File: config.mk
export PLATFORM = sky130hd
export DESIGN_NAME = sorted_insert_priority_queue
export DESIGN_NICKNAME = d
export VERILOG_FILES = /design/src/sipq_pkg.sv /design/src/sipq_cell.sv /design/src/sorted_insert_priority_queue.sv
export SDC_FILE = /design/constraint.sdc
export NUM_CORES = 1
export LEC_CHECK = 0
export ABC_AREA = 1
export BUFFER_PORTS_ARGS = -buffer_cell sky130_fd_sc_hd__buf_2
export CAP_MARGIN = 20
export CELL_PAD_IN_SITES_DETAIL_PLACEMENT = 0
export CELL_PAD_IN_SITES_GLOBAL_PLACEMENT = 1
export CORE_ASPECT_RATIO = 0.7
export CORE_MARGIN = 8
export CORE_UTILIZATION = 45
export CTS_BUF_LIST = sky130_fd_sc_hd__clkbuf_8
export DETAILED_ROUTE_END_ITERATION = 16
export PLACE_DENSITY = 0.71
export REMOVE_ABC_BUFFERS = 1
export SYNTH_ARGS = -nofsm -noshare
export SYNTH_HDL_FRONTEND = slang
export SYNTH_SLANG_ARGS = --single-unit
File: constraint.sdc
create_clock -name clk -period 4.3 [get_ports clk]
set_input_delay 0.215 -clock clk [delete_from_list [all_inputs] [get_ports clk]]
set_output_delay 0.215 -clock clk [all_outputs]
set_load 0.05 [all_outputs]
File: src/sipq_pkg.sv
// Package for the sorted-insert priority queue.
// Holds sizes, operation codes, the entry type and the cell control type; no dependencies.
package sipq_pkg;

  localparam int CAPACITY = 16;
  localparam int KEY_W    = 8;
  localparam int TAG_W    = 16;
  localparam int OCC_W    = 5;
  localparam int CNT_W    = $clog2(CAPACITY + 1);
  localparam int IDX_W    = $clog2(CAPACITY);

  typedef enum logic [1:0] {
    OP_INSERT = 2'd0,
    OP_REMOVE = 2'd1,
    OP_CLEAR  = 2'd2,
    OP_NOP    = 2'd3
  } op_t;

  typedef struct packed {
    logic [KEY_W-1:0] key;
    logic [TAG_W-1:0] tag;
  } entry_t;

  // per-cell control from the queue controller
  typedef struct packed {
    logic shift_en;
    logic occupied;
    logic left_lt;
  } cell_ctrl_t;

endpackage

File: src/sipq_cell.sv
// One storage cell of the sorted queue chain.
// Depends on sipq_pkg (entry_t, cell_ctrl_t).
module sipq_cell
  import sipq_pkg::*;
(
  input  logic       clk,
  input  cell_ctrl_t ctrl,
  input  entry_t     new_entry,
  input  entry_t     left_entry,
  output entry_t     entry,
  output logic       lt
);

  entry_t entry_next;

  // held entry sorts strictly ahead of the incoming key
  assign lt = ctrl.occupied && (entry.key < new_entry.key);

  always_comb begin
    if (lt) begin
      entry_next = entry;
    end else if (ctrl.left_lt) begin
      entry_next = new_entry;
    end else begin
      entry_next = left_entry;
    end
  end

  always_ff @(posedge clk) begin
    if (ctrl.shift_en) begin
      entry <= entry_next;
    end
  end

endmodule

File: src/sorted_insert_priority_queue.sv
// Sorted-insert priority queue: a chain of CAPACITY cells in ascending key order.
// Result: registered, and presented in the cycle after the transaction is accepted.
// Throughput: one transaction per cycle unless in_stall is high; all cells compare and shift in parallel.
// Output register stalls the input only while a result waits under out_stall.
// Reset (rst, synchronous): count to zero, no result pending; cell contents undefined.
// Depends on sipq_pkg and sipq_cell.
module sorted_insert_priority_queue
  import sipq_pkg::*;
(
  input  logic             clk,
  input  logic             rst,
  input  logic             in_valid,
  output logic             in_stall,
  input  logic [1:0]       op,
  input  logic [KEY_W-1:0] key,
  input  logic [TAG_W-1:0] tag,
  output logic             out_valid,
  input  logic             out_stall,
  output logic             removed_valid,
  output logic [KEY_W-1:0] removed_key,
  output logic [TAG_W-1:0] removed_tag,
  output logic             underflow,
  output logic             overflow,
  output logic [OCC_W-1:0] occupancy,
  output logic             is_empty
);

  logic             in_acc;
  logic [CNT_W-1:0] count;
  logic [CNT_W-1:0] count_next;
  logic [CNT_W-1:0] count_m1;
  logic             full;
  logic             empty;
  logic             do_shift;
  op_t              op_in;
  entry_t           new_entry;
  entry_t           cells [CAPACITY];
  logic             lt    [CAPACITY];
  entry_t           last_entry;

  logic             r_valid;
  logic [KEY_W-1:0] r_key;
  logic [TAG_W-1:0] r_tag;
  logic             r_under;
  logic             r_over;

  assign in_stall  = out_valid && out_stall;
  assign in_acc    = in_valid && !in_stall;
  assign op_in     = op_t'(op);
  assign full      = (count == CNT_W'(CAPACITY));
  assign empty     = (count == '0);
  assign do_shift  = in_acc && (op_in == OP_INSERT) && !full;
  assign new_entry = '{key: key, tag: tag};
  assign count_m1  = count - CNT_W'(1);
  assign last_entry = cells[count_m1[IDX_W-1:0]];

  for (genvar i = 0; i < CAPACITY; i++) begin : g_cell
    cell_ctrl_t ctrl;
    entry_t     left_entry;

    assign ctrl.shift_en = do_shift;
    assign ctrl.occupied = (CNT_W'(i) < count);
    if (i == 0) begin : g_head
      assign ctrl.left_lt = 1'b1;
      assign left_entry   = new_entry;
    end else begin : g_body
      assign ctrl.left_lt = lt[i-1];
      assign left_entry   = cells[i-1];
    end

    sipq_cell u_cell (
      .clk        (clk),
      .ctrl       (ctrl),
      .new_entry  (new_entry),
      .left_entry (left_entry),
      .entry      (cells[i]),
      .lt         (lt[i])
    );
  end

  always_comb begin
    count_next = count;
    r_valid    = 1'b0;
    r_key      = '0;
    r_tag      = '0;
    r_under    = 1'b0;
    r_over     = 1'b0;
    unique case (op_in)
      OP_INSERT: begin
        if (full) begin
          r_over = 1'b1;
        end else begin
          count_next = count + CNT_W'(1);
        end
      end
      OP_REMOVE: begin
        if (empty) begin
          r_under = 1'b1;
        end else begin
          count_next = count_m1;
          r_valid    = 1'b1;
          r_key      = last_entry.key;
          r_tag      = last_entry.tag;
        end
      end
      OP_CLEAR: count_next = '0;
      default: count_next = count;
    endcase
  end

  always_ff @(posedge clk) begin
    if (rst) begin
      count     <= '0;
      out_valid <= 1'b0;
    end else begin
      if (in_acc) begin
        count     <= count_next;
        out_valid <= 1'b1;
      end else if (out_valid && !out_stall) begin
        out_valid <= 1'b0;
      end
    end
  end

  always_ff @(posedge clk) begin
    if (in_acc) begin
      removed_valid <= r_valid;
      removed_key   <= r_key;
      removed_tag   <= r_tag;
      underflow     <= r_under;
      overflow      <= r_over;
      occupancy     <= OCC_W'(count_next);
      is_empty      <= (count_next == '0);
    end
  end

  a_count_bound: assert property (@(posedge clk) disable iff (rst)
    count <= CNT_W'(CAPACITY))
    else $error("count above capacity");

  a_insert_count: assert property (@(posedge clk) disable iff (rst)
    do_shift |=> count == $past(count) + CNT_W'(1))
    else $error("insert did not grow count");

  a_under: assert property (@(posedge clk) disable iff (rst)
    in_acc && op_in == OP_REMOVE && empty |=> out_valid && underflow && !removed_valid)
    else $error("remove on empty not flagged");

  a_over_stable: assert property (@(posedge clk) disable iff (rst)
    in_acc && op_in == OP_INSERT && full |=> count == $past(count) && overflow)
    else $error("insert when full changed queue");

  a_hold: assert property (@(posedge clk) disable iff (rst)
    !in_acc |=> count == $past(count))
    else $error("count changed without transaction");

endmodule
* Yosys cells after proc, flatten, opt, wreduce, memory -nomap -nowiden
Cells that the tools add are included.
Cells by class: mux-type cells 26, add/sub/neg operators 2, equal/unequal tests 3, divide/modulo/power cells 0, reductions and logical operators 45, $mul 0, shift-type cells 0, $lt $le $gt $ge 33, bitwise gates (word level) 18
Operator list (count):
- $mux 24 | 17
- $lt 8x8->1 | 16
- $bmux 24 s4 | 1
- $lt 4x5->1 const A | 8
- $reduce_and 2->1 | 16
- $logic_and 1x1->1 | 21
- $lt 3x5->1 const A | 4
- $not 1->1 | 17
- $pmux 5 s3 | 1
- $logic_not 5->1 | 2
- $lt 1x5->1 const A | 2
- $lt 2x5->1 const A | 2
- $mux 5 | 2
- $add 5x1->5 const B | 1
- $eq 5x5->1 const B | 1
- $ge 5x5->1 const B | 1
- $mux 1 | 5
- $not 4->5 | 1
- $sub 5x1->5 const B | 1
- $logic_not 1->1 | 3
- $eq 2x1->1 const B | 1
- $eq 2x2->1 const B | 1
- $logic_not 2->1 | 1
- $reduce_bool 2->1 | 1
- $reduce_or 2->1 | 1
Word-level totals: memory bits (read-only) 0, memories 0, flip-flop bits (word level) 423, output and inout port bits 35, memory bits (writable) 0, bits of input ports 30, logic and storage cells 168, latch bits 0

* Logic depth before layout (Yosys ltp)
Gate-level depths: netlist of the first run.
depth after elaboration 6, mapped depth 14, depth with buffers taken out 11

* Hierarchy
Synthesis of the first run repeated with hierarchy kept, for this count alone.
Unflattened totals: cell total of the unflattened synthesis 2491, area total of the unflattened synthesis 25046.5 µm²
Modules (own cells, without submodules):
- sipq_cell | cells each 95, instances 16, sequential area each 720.7 µm², area each 1218.7 µm²
- sorted_insert_priority_queue | cells each 971, instances 1, sequential area each 1111.1 µm², area each 5547.8 µm²

* Least setup slack after synthesis of the first run
No wires, ideal clock.
path type input-to-reg, start in key[7], end reg g_cell[14].u_cell.entry[0] in the netlist's numbering (enable), data required time 3.887 ns, setup slack 0.696 ns, arrival time 3.191 ns, setup time 0.413 ns, cell stages on the path 9, cells stage by stage clkbuf_1 clkbuf_1 inv_1 ha_1 nand2_1 o21ai_0 a21oi_4 buf_4 a21oi_1
On the way: longest elaborated chain between the ends 4
RTL lines:
- start: declaration | RTL line sorted_insert_priority_queue.sv:15 | input logic [KEY_W-1:0] key,
- $lt 8x8->1 | RTL line sipq_cell.sv:17 | assign lt = ctrl.occupied && (entry.key < new_entry.key);
- $logic_and 1x1->1 | RTL line sipq_cell.sv:17
- $not 1->1 (no source line)
- $reduce_and 2->1 (no source line)
- end signal: assignment | RTL line sipq_cell.sv:31 | entry <= entry_next;
- end: declaration | RTL line sipq_cell.sv:10 | output entry_t entry,
Every way passes these cells. A chain may end at the register's enable or synchronous reset.

* Final worst setup path of the first run
start reg count[0], end reg g_cell[7].u_cell.entry[18] in the netlist's numbering, data pin
On the way: longest elaborated chain between the ends 3
RTL lines:
- start: declaration | RTL line sorted_insert_priority_queue.sv:29 | logic [CNT_W-1:0] count;
- start signal: assignment | RTL line sorted_insert_priority_queue.sv:117 | count <= count_next;
- $lt 3x5->1 | RTL line sorted_insert_priority_queue.sv:62 | assign ctrl.occupied = (CNT_W'(i) < count);
- $logic_and 1x1->1 | RTL line sipq_cell.sv:17
- $mux 24 | RTL line sipq_cell.sv:22 | end else if (ctrl.left_lt) begin
- end signal: assignment | RTL line sipq_cell.sv:31
- end: declaration | RTL line sipq_cell.sv:10
Every way passes these cells.

==> flow_results.org, run 1 <==
** CTS
- The number of gates resized after CTS was 0.
- Inserted Clock Buffers :: 72
- The clock drives 423 sinks.
- The clock passes through at most 3 buffers.
- Root Buffer Master :: sky130_fd_sc_hd__clkbuf_8
- Clk_lat worst skew :: 0.68 ns
- TritonCTS built the clock tree.
- Count of H-tree levels built during CTS :: 3
- Clock transition time at the flip-flop clock pins of the worst setup and hold paths :: 0.06 ns

** Global route
- For this run the aggregate overflow at the end of global routing stands at 0.
- The number of antenna violations at the first check in global routing is 0.
- Largest net degree at the start of global routing :: 93
- Global-route wire length before repair :: 124 mm
- Via count of the first global-routing pass :: 20.8k
- GR Util All Layers :: 25.4%

** Route
- After detailed routing, the average wire length per cell comes to 22.3 um.
- In the routed layout, each cell is associated on average with a via count of 5.95.
- Initial DRT Pass Iterations :: 6
- Violation count after the first detailed-routing iteration :: 2192
- The detail route stage leaves a number of antenna-violating nets equal to 0.
- WL final :: 79.6 mm
- For this run, design rule violations remaining after detail routing come to 0.
- DR vias :: 21.2k

** Cells and area
- In the layout the commonest cells are sky130_fd_sc_hd__nand2_1, sky130_fd_sc_hd__nand3_1, sky130_fd_sc_hd__edfxtp_1, sky130_fd_sc_hd__nor2_1, sky130_fd_sc_hd__o21ai_0.
- Area added between synthesis and finish :: 9.33%
- At the end of the flow, the number of nets in the layout was 2935.
- Measured on the finished design, the core utilization comes to 49.9%.
- 0 antenna diodes ended up in the layout.
- The library cell used most frequently in the layout, excluding fill and tap cells, is sky130_fd_sc_hd__nand2_1.
- Cells with a size suffix above 1 make up 10.5% of the layout.
- The filler cells instantiated in the layout total 5207.

** Critical path
- The worst setup path is of the flip-flop to flip-flop kind.
- Of all nets on the critical path, the largest fanout is 89.
- Counting stages on the worst path, the most repeated cell is sky130_fd_sc_hd__nand2_1.
- On the worst path, the slowest cell contributes a delay of 0.87 ns.
- Worst Setup Start Kind :: flip-flop
- Slowest cell on crit path :: sky130_fd_sc_hd__buf_4
- At the worst endpoint, the arrival time is 3.65 ns.
- Required arrival time at the worst endpoint :: 4.70 ns
- The signal on the critical path passes through buf_4 -> o211ai_1 -> nor2_4 -> nand2_4 -> nand2_1 -> nand2_1.
- Capturing element type of the critical path :: flip-flop

** STA
- Based on the critical path, the design can be clocked at up to 0.308 GHz.
- Dividing the final minimum period by the clock period gives 75.5%.
- Least-Margin Pin Slew :: 1.10 ns
- Number of setup violations in the final report :: 0
- Largest clock skew in the final design :: 0.0356 ns
- On the final layout, the worst hold slack is 0.0596 ns.
- The final number of max-transition violations was 0.
- Worst-case headroom to the max-slew limit :: 26.5%
- Count of endpoints failing hold in the final timing report :: 0
- Setup repair after global routing left no endpoint under its margin.
- For the finished layout, the period the worst path requires is 3.25 ns.

** Placed design
- Post-DP HPWL :: 53.7 mm
- Weighted congestion reported at the end of routability-driven placement :: 0.898
- I/O Buffers :: 64

** Yosys
- Proportion of synthesized flip-flops having asynchronous set or reset :: 0%
- Flip-flop and latch count after synthesis :: 423
- Number of enable-type register cells in the synthesized netlist :: 417
- Share of the yosys chip area belonging to registers :: 51.5%
- Top flip-flop cell by instance count after synthesis :: sky130_fd_sc_hd__edfxtp_1
- Number of distinct library cell variants in the gate-level netlist after synthesis :: 34
- Yosys printed 0 warnings.
- Cell area after technology mapping :: 24500 um^2
- Post-Synthesis Mean Instance Area :: 8.86 um^2
- The cell count after synthesis came out at 2770.

** Floorplanning
- From left edge to right edge, the die measures 295 um.
- For this configuration, the core starts out at a cell density of 45.6%.
- The die is 211 um tall.
- In this run the standard cell core region covers 53800 um^2.
- Die area :: 62400 um^2
- After floorplanning, the core was divided into 71 placement rows.
- 65 I/O pins were placed.

** Power
- IR Drop Worst-Case VDD :: 215 uV
- For this design the ratio of total power to cell area is 405 nW/um^2.
- In this run the static leakage power is 11.3 nW.

** Job
- Number of maximum-capacitance constraint violations :: 0

** Outcome
- The flow ran to the end, and the final reports show no timing, DRC or antenna violations.

** Worst hold path
- Type of the tightest min-delay check :: primary input to flip-flop
per-layer routing:
metal / GRT usage (%) / routed length (um)
met5: 0 / 0
met1: 38.3 / 38200
met4: 7.21 / 2010
met2: 37.0 / 33200
met3: 4.30 / 6190
synthesized netlist by cell type, types with 8 or more instances:
cell type	count	area [um^2]
sky130_fd_sc_hd__nand2_4	8	90.1
sky130_fd_sc_hd__nand2_2	20	125
sky130_fd_sc_hd__nand3_1	442	2210
sky130_fd_sc_hd__nor2_1	229	860
sky130_fd_sc_hd__inv_1	46	173
sky130_fd_sc_hd__nand2_1	850	3190
sky130_fd_sc_hd__buf_2	85	425
sky130_fd_sc_hd__o221ai_1	96	841
sky130_fd_sc_hd__buf_4	27	203
sky130_fd_sc_hd__buf_6	23	259
sky130_fd_sc_hd__ha_1	116	1450
sky130_fd_sc_hd__a21oi_1	63	315
sky130_fd_sc_hd__clkbuf_1	76	285
sky130_fd_sc_hd__edfxtp_1	417	12500
sky130_fd_sc_hd__o21ai_0	215	1080
through the flow:
step	total power, mW	TNS (ns)	setup slack [ns]	std cells	cell area, um^2
final	10.9	0	1.05	3562	26800
after global routing	11.3	0	0.839	3562	26800
after CTS	10.9	0	1.09	3562	26800
after detailed placement	7.22	0	1.09	3422	25300
after global placement	7.18	0	1.16	3422	25300
after floorplan	6.34	-1930.47	-4.44	2559	23400
sequential cells by signal, indices dropped and copies added (netlist names):
register and count:
count 5, g_cell.u_cell.entry 384, is_empty 1, occupancy 5, out_valid 1, overflow 1
removed_key 8, removed_tag 16, removed_valid 1, underflow 1
cell type report:
cell class | instances | area [um^2] | share of cell area [%]
timing repair buffer | 156 | 1090 | 4.07
multi-input combinational | 2084 | 10600 | 39.6
sequential | 423 | 12600 | 47.1
inverter | 52 | 200 | 0.746
clock inverter | 40 | 294 | 1.10
clock buffer | 77 | 1060 | 3.95
tap | 730 | 913 | 3.40
path summary, 6_finish.rpt:
check / slack (ns) / end / cells after the start / startpoint
hold reg to reg: 0.52 / g_cell[6].u_cell.entry[15] / 2 / g_cell[5].u_cell.entry[15]
setup reg to reg: 1.05 / g_cell[7].u_cell.entry[18] / 6 / count[0]
setup / recovery: 1.05 / g_cell[7].u_cell.entry[18] / 6 / count[0]
hold / removal: 0.06 / g_cell[0].u_cell.entry[22] / 1 / key[6]
where the power goes:
part           internal [mW]  leakage (nW)  switching (mW)
combinational          0.625          6.61            1.64
sequential              4.81          3.89           0.115
clock                   1.89         0.747            1.78
total                   7.33          11.3            3.53
worst max-delay path, delay by kind of cell, from the launching register on:
kind	cells	cell delay (ns)
simple gates	4	1.04
buf+inv	1	0.87
flops	1	0.73
compound gates	1	0.30
timing repair:
action,CTS,global route
hold buffers,23,0
setup buffers,0,0
hold endpoints to repair,27,0
logic make-up (layout without fill, tap and decap cells):
family	Yosys count	after routing	synth area share [%]
xor+xnor	1	1	0.0663
flops	423	423	51.5
compound gates	392	392	9.71
buf+inv	263	325	5.57
simple gates	1575	1575	27.2
fa+ha+maj	116	116	5.91
Power figures use the tool's default switching activity.
==> run 2, diff against run 1 <==
==> constraint.sdc (replaced) <==
create_clock -name clk -period 3 [get_ports clk]
set_input_delay 0.15 -clock clk [delete_from_list [all_inputs] [get_ports clk]]
set_output_delay 0.15 -clock clk [all_outputs]
set_load 0.05 [all_outputs]
==> flow_results.org, run 2 (synthesis results as in run 1) <==
** Placed design
- Post-placement cell area :: 25400 um^2 (+0.72%)
- The final weighted congestion in routability-driven placement was 0.830 (-7.7%).
- The sum of net half-perimeters after detailed placement was 53.4 mm (-0.62%).
- The placed instance count is 3443 (+0.61%).
- I/O Buffers :: 64 (unchanged)

** Critical path
- Buffering stage count on the worst path with inverters included :: 3 (+2)
- The delay contributed by the slowest stage of the critical path is 0.50 ns (-0.37 ns).
- Arrival time of data at the critical path endpoint :: 2.94 ns (-0.71 ns)
- Path type of the worst setup path :: flip-flop to flip-flop
- On the critical path the largest part of the delay comes from buffers and inverters.
- Maximum fanout along the worst path :: 49 (-45%)
- The critical path goes through inv_1 -> ha_4 -> inv_2 -> buf_4 -> o21ai_0 -> o221ai_1 -> nand3_1 -> nand2_1.
- Slowest cell on crit path :: sky130_fd_sc_hd__buf_4
- Required arrival time at the worst endpoint :: 3.51 ns (-1.19 ns)
- The worst setup path is captured at a flip-flop.
- STA classifies the critical path startpoint as a flip-flop.

** STA
- Max-slew violation total from the final report :: 0 (unchanged)
- The hold violation total from the final report is 0 (unchanged).
- The slew of the pin with the lowest slew margin is 1.12 ns (+0.0186 ns).
- The final clock skew was 0.0251 ns (-0.0104 ns).
- The final period utilization is 80.8% (+5.3 points).
- The relative slew slack is 25.2% (-1.2 points).
- The setup violation total in the final timing report is 0 (unchanged).
- The highest clock frequency the design can meet came to 0.412 GHz (+34%).
- Setup repair after global routing missed its margin :: no
- Final critical delay including setup and external delays :: 2.43 ns (-0.823 ns)

** CTS
- Clock tree from TritonCTS :: built
- The maximum root-to-sink buffer count is 3 (unchanged).
- PostCTS Resize Cnt :: 0 (unchanged)
- The clock insertion delay at the later pin of the skew report is 0.67 ns (about the same).
- Inserted Clock Buffers :: 74 (+2.8%)
- Root Buffer Master :: sky130_fd_sc_hd__clkbuf_8
- TritonCTS sink count :: 423 (unchanged)
- The H-tree depth was 3 (unchanged).
- The clock-pin slew of the registers on the worst-case setup and hold paths came to 0.06 ns (about the same).
- The post-CTS setup repair buffer count came to 0 (unchanged).

** Cells and area
- The total area of sequential cells came to 12600 um^2 (unchanged).
- Register name with the most flops :: g_cell.u_cell.entry
- Layout net count :: 2963 (+0.95%)
- Commonest non-fill, non-tap cell in the layout :: sky130_fd_sc_hd__nand2_1
- Top library cells by usage in the layout, fill and taps aside :: sky130_fd_sc_hd__nand2_1, sky130_fd_sc_hd__nand3_1, sky130_fd_sc_hd__edfxtp_1, sky130_fd_sc_hd__nor2_1, sky130_fd_sc_hd__o21ai_0
- The multi-input combinational cell area is 10600 um^2 (unchanged).
- Share of layout cells above drive strength 1 :: 10.9% (+0.35 points)
- Largest registers :: g_cell.u_cell.entry x384, removed_tag x16, removed_key x8
- Max FFs per register :: 384 (unchanged)
- The number of standard cells in the layout, taps in and fillers out is 3599 (+1.0%).
- Antenna cells :: 0 (unchanged)
- The design area is 27000 um^2 (+0.62%).
- Relative to the synthesized area, the layout overhead comes to 10.0%.
- The number of inserted filler cells in the final layout came to 5186 (-0.40%).

** Route
- Average via count per standard cell :: 5.86 (-1.5%)
- DR vias :: 21.1k (-0.50%)
- WL final :: 77.9 mm (-2.1%)
- The routed wire length on met2 was 32.5 mm (-2.0%).
- Met3 Routed Length :: 6.33 mm (+2.2%)
- Detail Route Antenna Nets :: 0 (unchanged)
- The violation count after the first detailed-routing iteration was 2057 (-6.2%).
- The routed length on met1 was 37.2 mm (-2.6%).
- The number of detailed-route iterations in the first pass is 5 (-1).
- The highest metal layer carrying signal wires in the routed design is met4.
- The DRC violation count after routing is 0 (unchanged).
- The routed wirelength normalized by instance count was 21.6 um (-3.1%).

** Global route
- Number of antenna violations at the first check in global routing :: 1 (+1)
- The total routing usage reported by global routing came to 24.8% (-0.55 points).
- The maximum number of pins on one net before global-route repair is 101 (+8.6%).
- Via count of the first global-routing pass :: 20.5k (-1.6%)
- The remaining global-route overflow was 0 (unchanged).
- The wire length of the first global-routing pass is 122 mm (-1.5%).

** Outcome
- The flow ran to the end, and the final reports show no timing, DRC or antenna violations.

** Floorplanning
- The count of pins on the block boundary was 65 (unchanged).
- Initial core utilization :: 45.6% (unchanged)
- Placeable core region :: 53800 um^2 (unchanged)
- The width of the die is 295 um (unchanged).
- Die area :: 62400 um^2 (unchanged)
- Die Y-Extent :: 211 um (unchanged)
- Number of placement rows :: 71 (unchanged)

** Power
- The maximum ir drop on the vdd rail came to 419 uV (+95%).
- The leakage dissipation came to 11.4 nW (+1.1%).
- The total power draw was 15.3 mW (+41%).
- Pwr dens :: 566 nW/um^2 (+40%)

** Worst hold path
- The min-delay analysis places its worst path in the category primary input to flip-flop.

** Job
- The max-cap check violation count is 0 (unchanged).
-- run 2: final cells by class --
class,count,area share [%]
repair buffers,182,4.91
flip-flops and latches,423,46.8
inverters,52,0.741
multi-input cells,2084,39.4
well taps,730,3.38
clock inverters,53,0.950
clock buffers,75,3.82
-- run 2: worst paths after layout --
| check | start | endpoint | slack (ns) | depth (start not counted) |
|---|---|---|---|---|
| setup / recovery | count[1] | removed_key[2] | 0.57 | 8 |
| hold / removal | in_valid | removed_key[4] | 0.29 | 4 |
| setup reg to reg | count[1] | removed_key[2] | 0.57 | 8 |
| hold reg to reg | g_cell[10].u_cell.entry[0] | g_cell[11].u_cell.entry[0] | 0.53 | 2 |
-- run 2: worst min-delay path, cell delays in order --
cell and delay (ns):
sky130_fd_sc_hd__buf_2 0.09, sky130_fd_sc_hd__inv_1 0.11, sky130_fd_sc_hd__nor2_4 0.05, sky130_fd_sc_hd__buf_4 0.30
-- run 2: metal layers --
metal / up-vias / track usage, %
met5: - / 0
met4: 0 / 7.38
met3: 132 / 3.94
met2: 962 / 36.2
met1: 10200 / 37.5
li1: 9807 / -
-- run 2: stage by stage --
step           hold WS [ns]  setup slack, ns  TNS [ns]  util, %
2_1_floorplan         0.219            -5.74  -2760.04        -
6_report              0.286            0.575         0     50.2
3_3_place_gp          0.373            0.575         0     47.3
5_1_grt               0.276            0.416         0     50.2
3_5_place_dp          0.376            0.570         0     47.3
4_1_cts               0.240            0.561         0     50.2
-- run 2: what timing repair did --
action | CTS | global route
endpoints found under the hold margin | 170 | 0
hold buffers | 28 | 0
setup endpoints to repair | 0 | 0
-- run 2: where the power goes --
group	internal (mW)	switching [mW]	leakage (nW)
combinational	0.923	2.30	6.74
clock	2.42	2.60	0.750
sequential	6.90	0.163	3.89
total	10.2	5.06	11.4
==> run 3, diff against run 2 <==
==> constraint.sdc (replaced) <==
create_clock -name clk -period 2.5 [get_ports clk]
set_input_delay 0.125 -clock clk [delete_from_list [all_inputs] [get_ports clk]]
set_output_delay 0.125 -clock clk [all_outputs]
set_load 0.05 [all_outputs]
==> flow_results.org, run 3 (synthesis results as in run 1) <==
** CTS
- Clock transition time at the flip-flop clock pins of the worst setup and hold paths :: 0.06 ns (about the same)
- The number of CTS-inserted buffers came to 74 (unchanged).
- Count of H-tree levels built during CTS :: 3 (unchanged)
- The post-CTS setup repair buffer count was 0 (unchanged).
- TritonCTS built the clock tree.
- TritonCTS sink count :: 423 (unchanged)
- The clock insertion delay at the later pin of the skew report came to 0.68 ns (about the same).
- The maximum root-to-sink buffer count is 3 (unchanged).
- Root Buffer Master :: sky130_fd_sc_hd__clkbuf_8

** STA
- Highest Clock Rate :: 0.427 GHz (+3.5%)
- Final critical delay including setup and external delays :: 2.34 ns (-0.0820 ns)
- The final period utilization is 93.7% (+13 points).
- The sum of negative setup slack is 0 ns (unchanged).
- Setup repair after global routing left no endpoint under its margin.
- Number of setup violations in the final report :: 0 (unchanged)
- The relative slew slack is 38.2% (+13 points).
- The final number of max-transition violations was 0 (unchanged).
- Largest clock skew in the final design :: 0.0473 ns (+0.0222 ns)
- The hold violation total from the final report was 0 (unchanged).
- The slew of the pin with the lowest slew margin is 0.927 ns (-0.195 ns).

** Floorplanning
- The initial core utilization came to 45.6% (unchanged).
- Number of placement rows :: 71 (unchanged)
- The count of pins on the block boundary is 65 (unchanged).
- Die Y-Extent :: 211 um (unchanged)
- The full die area is 62400 um^2 (unchanged).
- The width of the die is 295 um (unchanged).
- The core box area is 53800 um^2 (unchanged).

** Critical path
- The critical path data required time came to 2.99 ns (-0.52 ns).
- The data arrival time of the worst path is 2.83 ns (-0.11 ns).
- Maximum fanout along the worst path :: 49 (unchanged)
- Worst Setup Start Kind :: flip-flop
- Cell-by-cell listing of the critical path :: inv_1 -> ha_4 -> inv_2 -> buf_6 -> o21ai_0 -> o221ai_1 -> nand3_1 -> nand2_1
- Total stage count of the critical path :: 8 (unchanged)
- Buffering stage count on the worst path with inverters included :: 3 (unchanged)
- The worst setup path is captured at a flip-flop.
- The delay contributed by the slowest stage of the critical path came to 0.38 ns (-0.12 ns).
- The critical path in this run is classified as flip-flop to flip-flop.
- Worst path top cell family by delay :: buffers and inverters
- The depth of the worst register-to-register path came to 8 (unchanged).
- On the critical path, the stage with the largest delay is an instance of sky130_fd_sc_hd__buf_6.

** Cells and area
- Share of layout cells above drive strength 1 :: 11.4% (+0.50 points)
- From synthesis to final layout, the design area changed by 11.5%.
- Leaving out fill and tap cells, the most frequent cell in the layout is sky130_fd_sc_hd__nand2_1.
- Largest registers :: g_cell.u_cell.entry x384, removed_tag x16, removed_key x8
- g_cell.u_cell.entry holds more flip-flops than any other register.
- The flip-flop count of the largest register, all copies and words added came to 384 (unchanged).
- Antenna cells :: 0 (unchanged)
- Leaving out fill and tap cells, the most frequent cells in the layout are sky130_fd_sc_hd__nand2_1, sky130_fd_sc_hd__nand3_1, sky130_fd_sc_hd__edfxtp_1, sky130_fd_sc_hd__nor2_1, sky130_fd_sc_hd__o21ai_0.
- The number of inserted filler cells in the final layout was 5139 (-0.91%).
- The net count of the finished layout is 2984 (+0.71%).

** Worst hold path
- The min-delay analysis places its worst path in the category primary input to flip-flop.
- The number of cells on the worst hold path came to 4 (unchanged).

** Global route
- The maximum number of pins on one net before global-route repair was 99 (-2.0%).
- The number of antenna violations at the first check in global routing is 0 (-1).
- The wire length of the first global-routing pass came to 124 mm (+1.7%).
- Remaining global-route overflow :: 0 (unchanged)
- The total routing usage reported by global routing came to 25.3% (+0.49 points).
- Via count of the first global-routing pass :: 20.8k (+1.5%)

** Power
- The total power draw came to 18.3 mW (+20%).
- Pwr dens :: 670 nW/um^2 (+18%)
- The leakage dissipation was 11.6 nW (+1.5%).
- The maximum ir drop on the vdd rail is 355 uV (-15%).

** Route
- Post-route DRC violation count :: 0 (unchanged)
- The residual antenna-violating net count after detailed routing came to 0 (unchanged).
- DR vias :: 21.1k (+0.27%)
- The routed wirelength normalized by instance count is 21.8 um (+0.78%).
- Violation count after the first detailed-routing iteration :: 2243 (+9.0%)
- The wire length after detailed routing came to 79.0 mm (+1.4%).
- The average vias per placed instance is 5.84 (-0.37%).
- Initial DRT Pass Iterations :: 5 (unchanged)

** Placed design
- The final weighted congestion in routability-driven placement came to 0.840 (+1.2%).
- Post-DP HPWL :: 54.4 mm (+2.0%)
- The number of buffers inserted by port buffering came to 64 (unchanged).

** Job
- The max-cap check violation count is 0 (unchanged).

** Outcome
- Outcome :: finished clean
==> run 3: final timing paths <==
kind,from,endpoint,slack [ns]
setup / recovery,count[1],removed_key[1],0.16
hold / removal,in_valid,removed_key[4],0.24
setup reg to reg,count[1],removed_key[1],0.16
hold reg to reg,g_cell[2].u_cell.entry[0],g_cell[3].u_cell.entry[0],0.52
==> run 3: cell type report <==
type / instances / area [um^2] / area share, %
clock inverters: 54 / 231 / 0.846
well taps: 730 / 913 / 3.34
flip-flops and latches: 423 / 12600 / 46.2
clock buffers: 76 / 1050 / 3.82
multi-input cells: 2084 / 10600 / 38.9
repair buffers: 203 / 1680 / 6.15
inverters: 52 / 200 / 0.732
==> run 3: metal layers <==
layer / global-route usage [%] / routed length (um) / vias to the layer above
li1: - / - / 9870
met1: 37.8 / 36900 / 10200
met2: 37.4 / 33600 / 967
met3: 4.72 / 6840 / 124
met4: 6.62 / 1660 / 0
met5: 0 / 0 / -
==> run 3: what timing repair did <==
| action | CTS | global route |
|---|---|---|
| setup endpoints to repair | 0 | 15 |
| hold buffers | 28 | 0 |
| endpoints found under the hold margin | 171 | 0 |
| gates resized for setup | 0 | 5 |
==> run 3: report_power, final <==
| part | switching [mW] | internal [mW] |
|---|---|---|
| Sequential | 0.197 | 8.27 |
| Clock | 3.06 | 2.83 |
| Combinational | 2.79 | 1.19 |
| Total | 6.05 | 12.3 |
==> run 3: worst reg2reg max path: cells and delay by family, from the launching register on <==
family / cells / cell delay (ns)
flops: 1 / 0.31
buf+inv: 3 / 0.70
fa+ha+maj: 1 / 0.28
compound gates: 2 / 0.55
simple gates: 2 / 0.35
==> run 3: metrics by stage <==
stage          util, %  instance area [um^2]  setup WS, ns  hold WS [ns]  cells
2_1_floorplan        -                 23400         -6.24         0.194   2559
3_3_place_gp      47.9                 25800        -0.138         0.376   3464
3_5_place_dp      47.9                 25800        -0.176         0.373   3464
4_1_cts           50.8                 27300       0.00171         0.194   3622
5_1_grt           50.8                 27400        0.0418         0.248   3622
6_report          50.8                 27400         0.157         0.239   3622
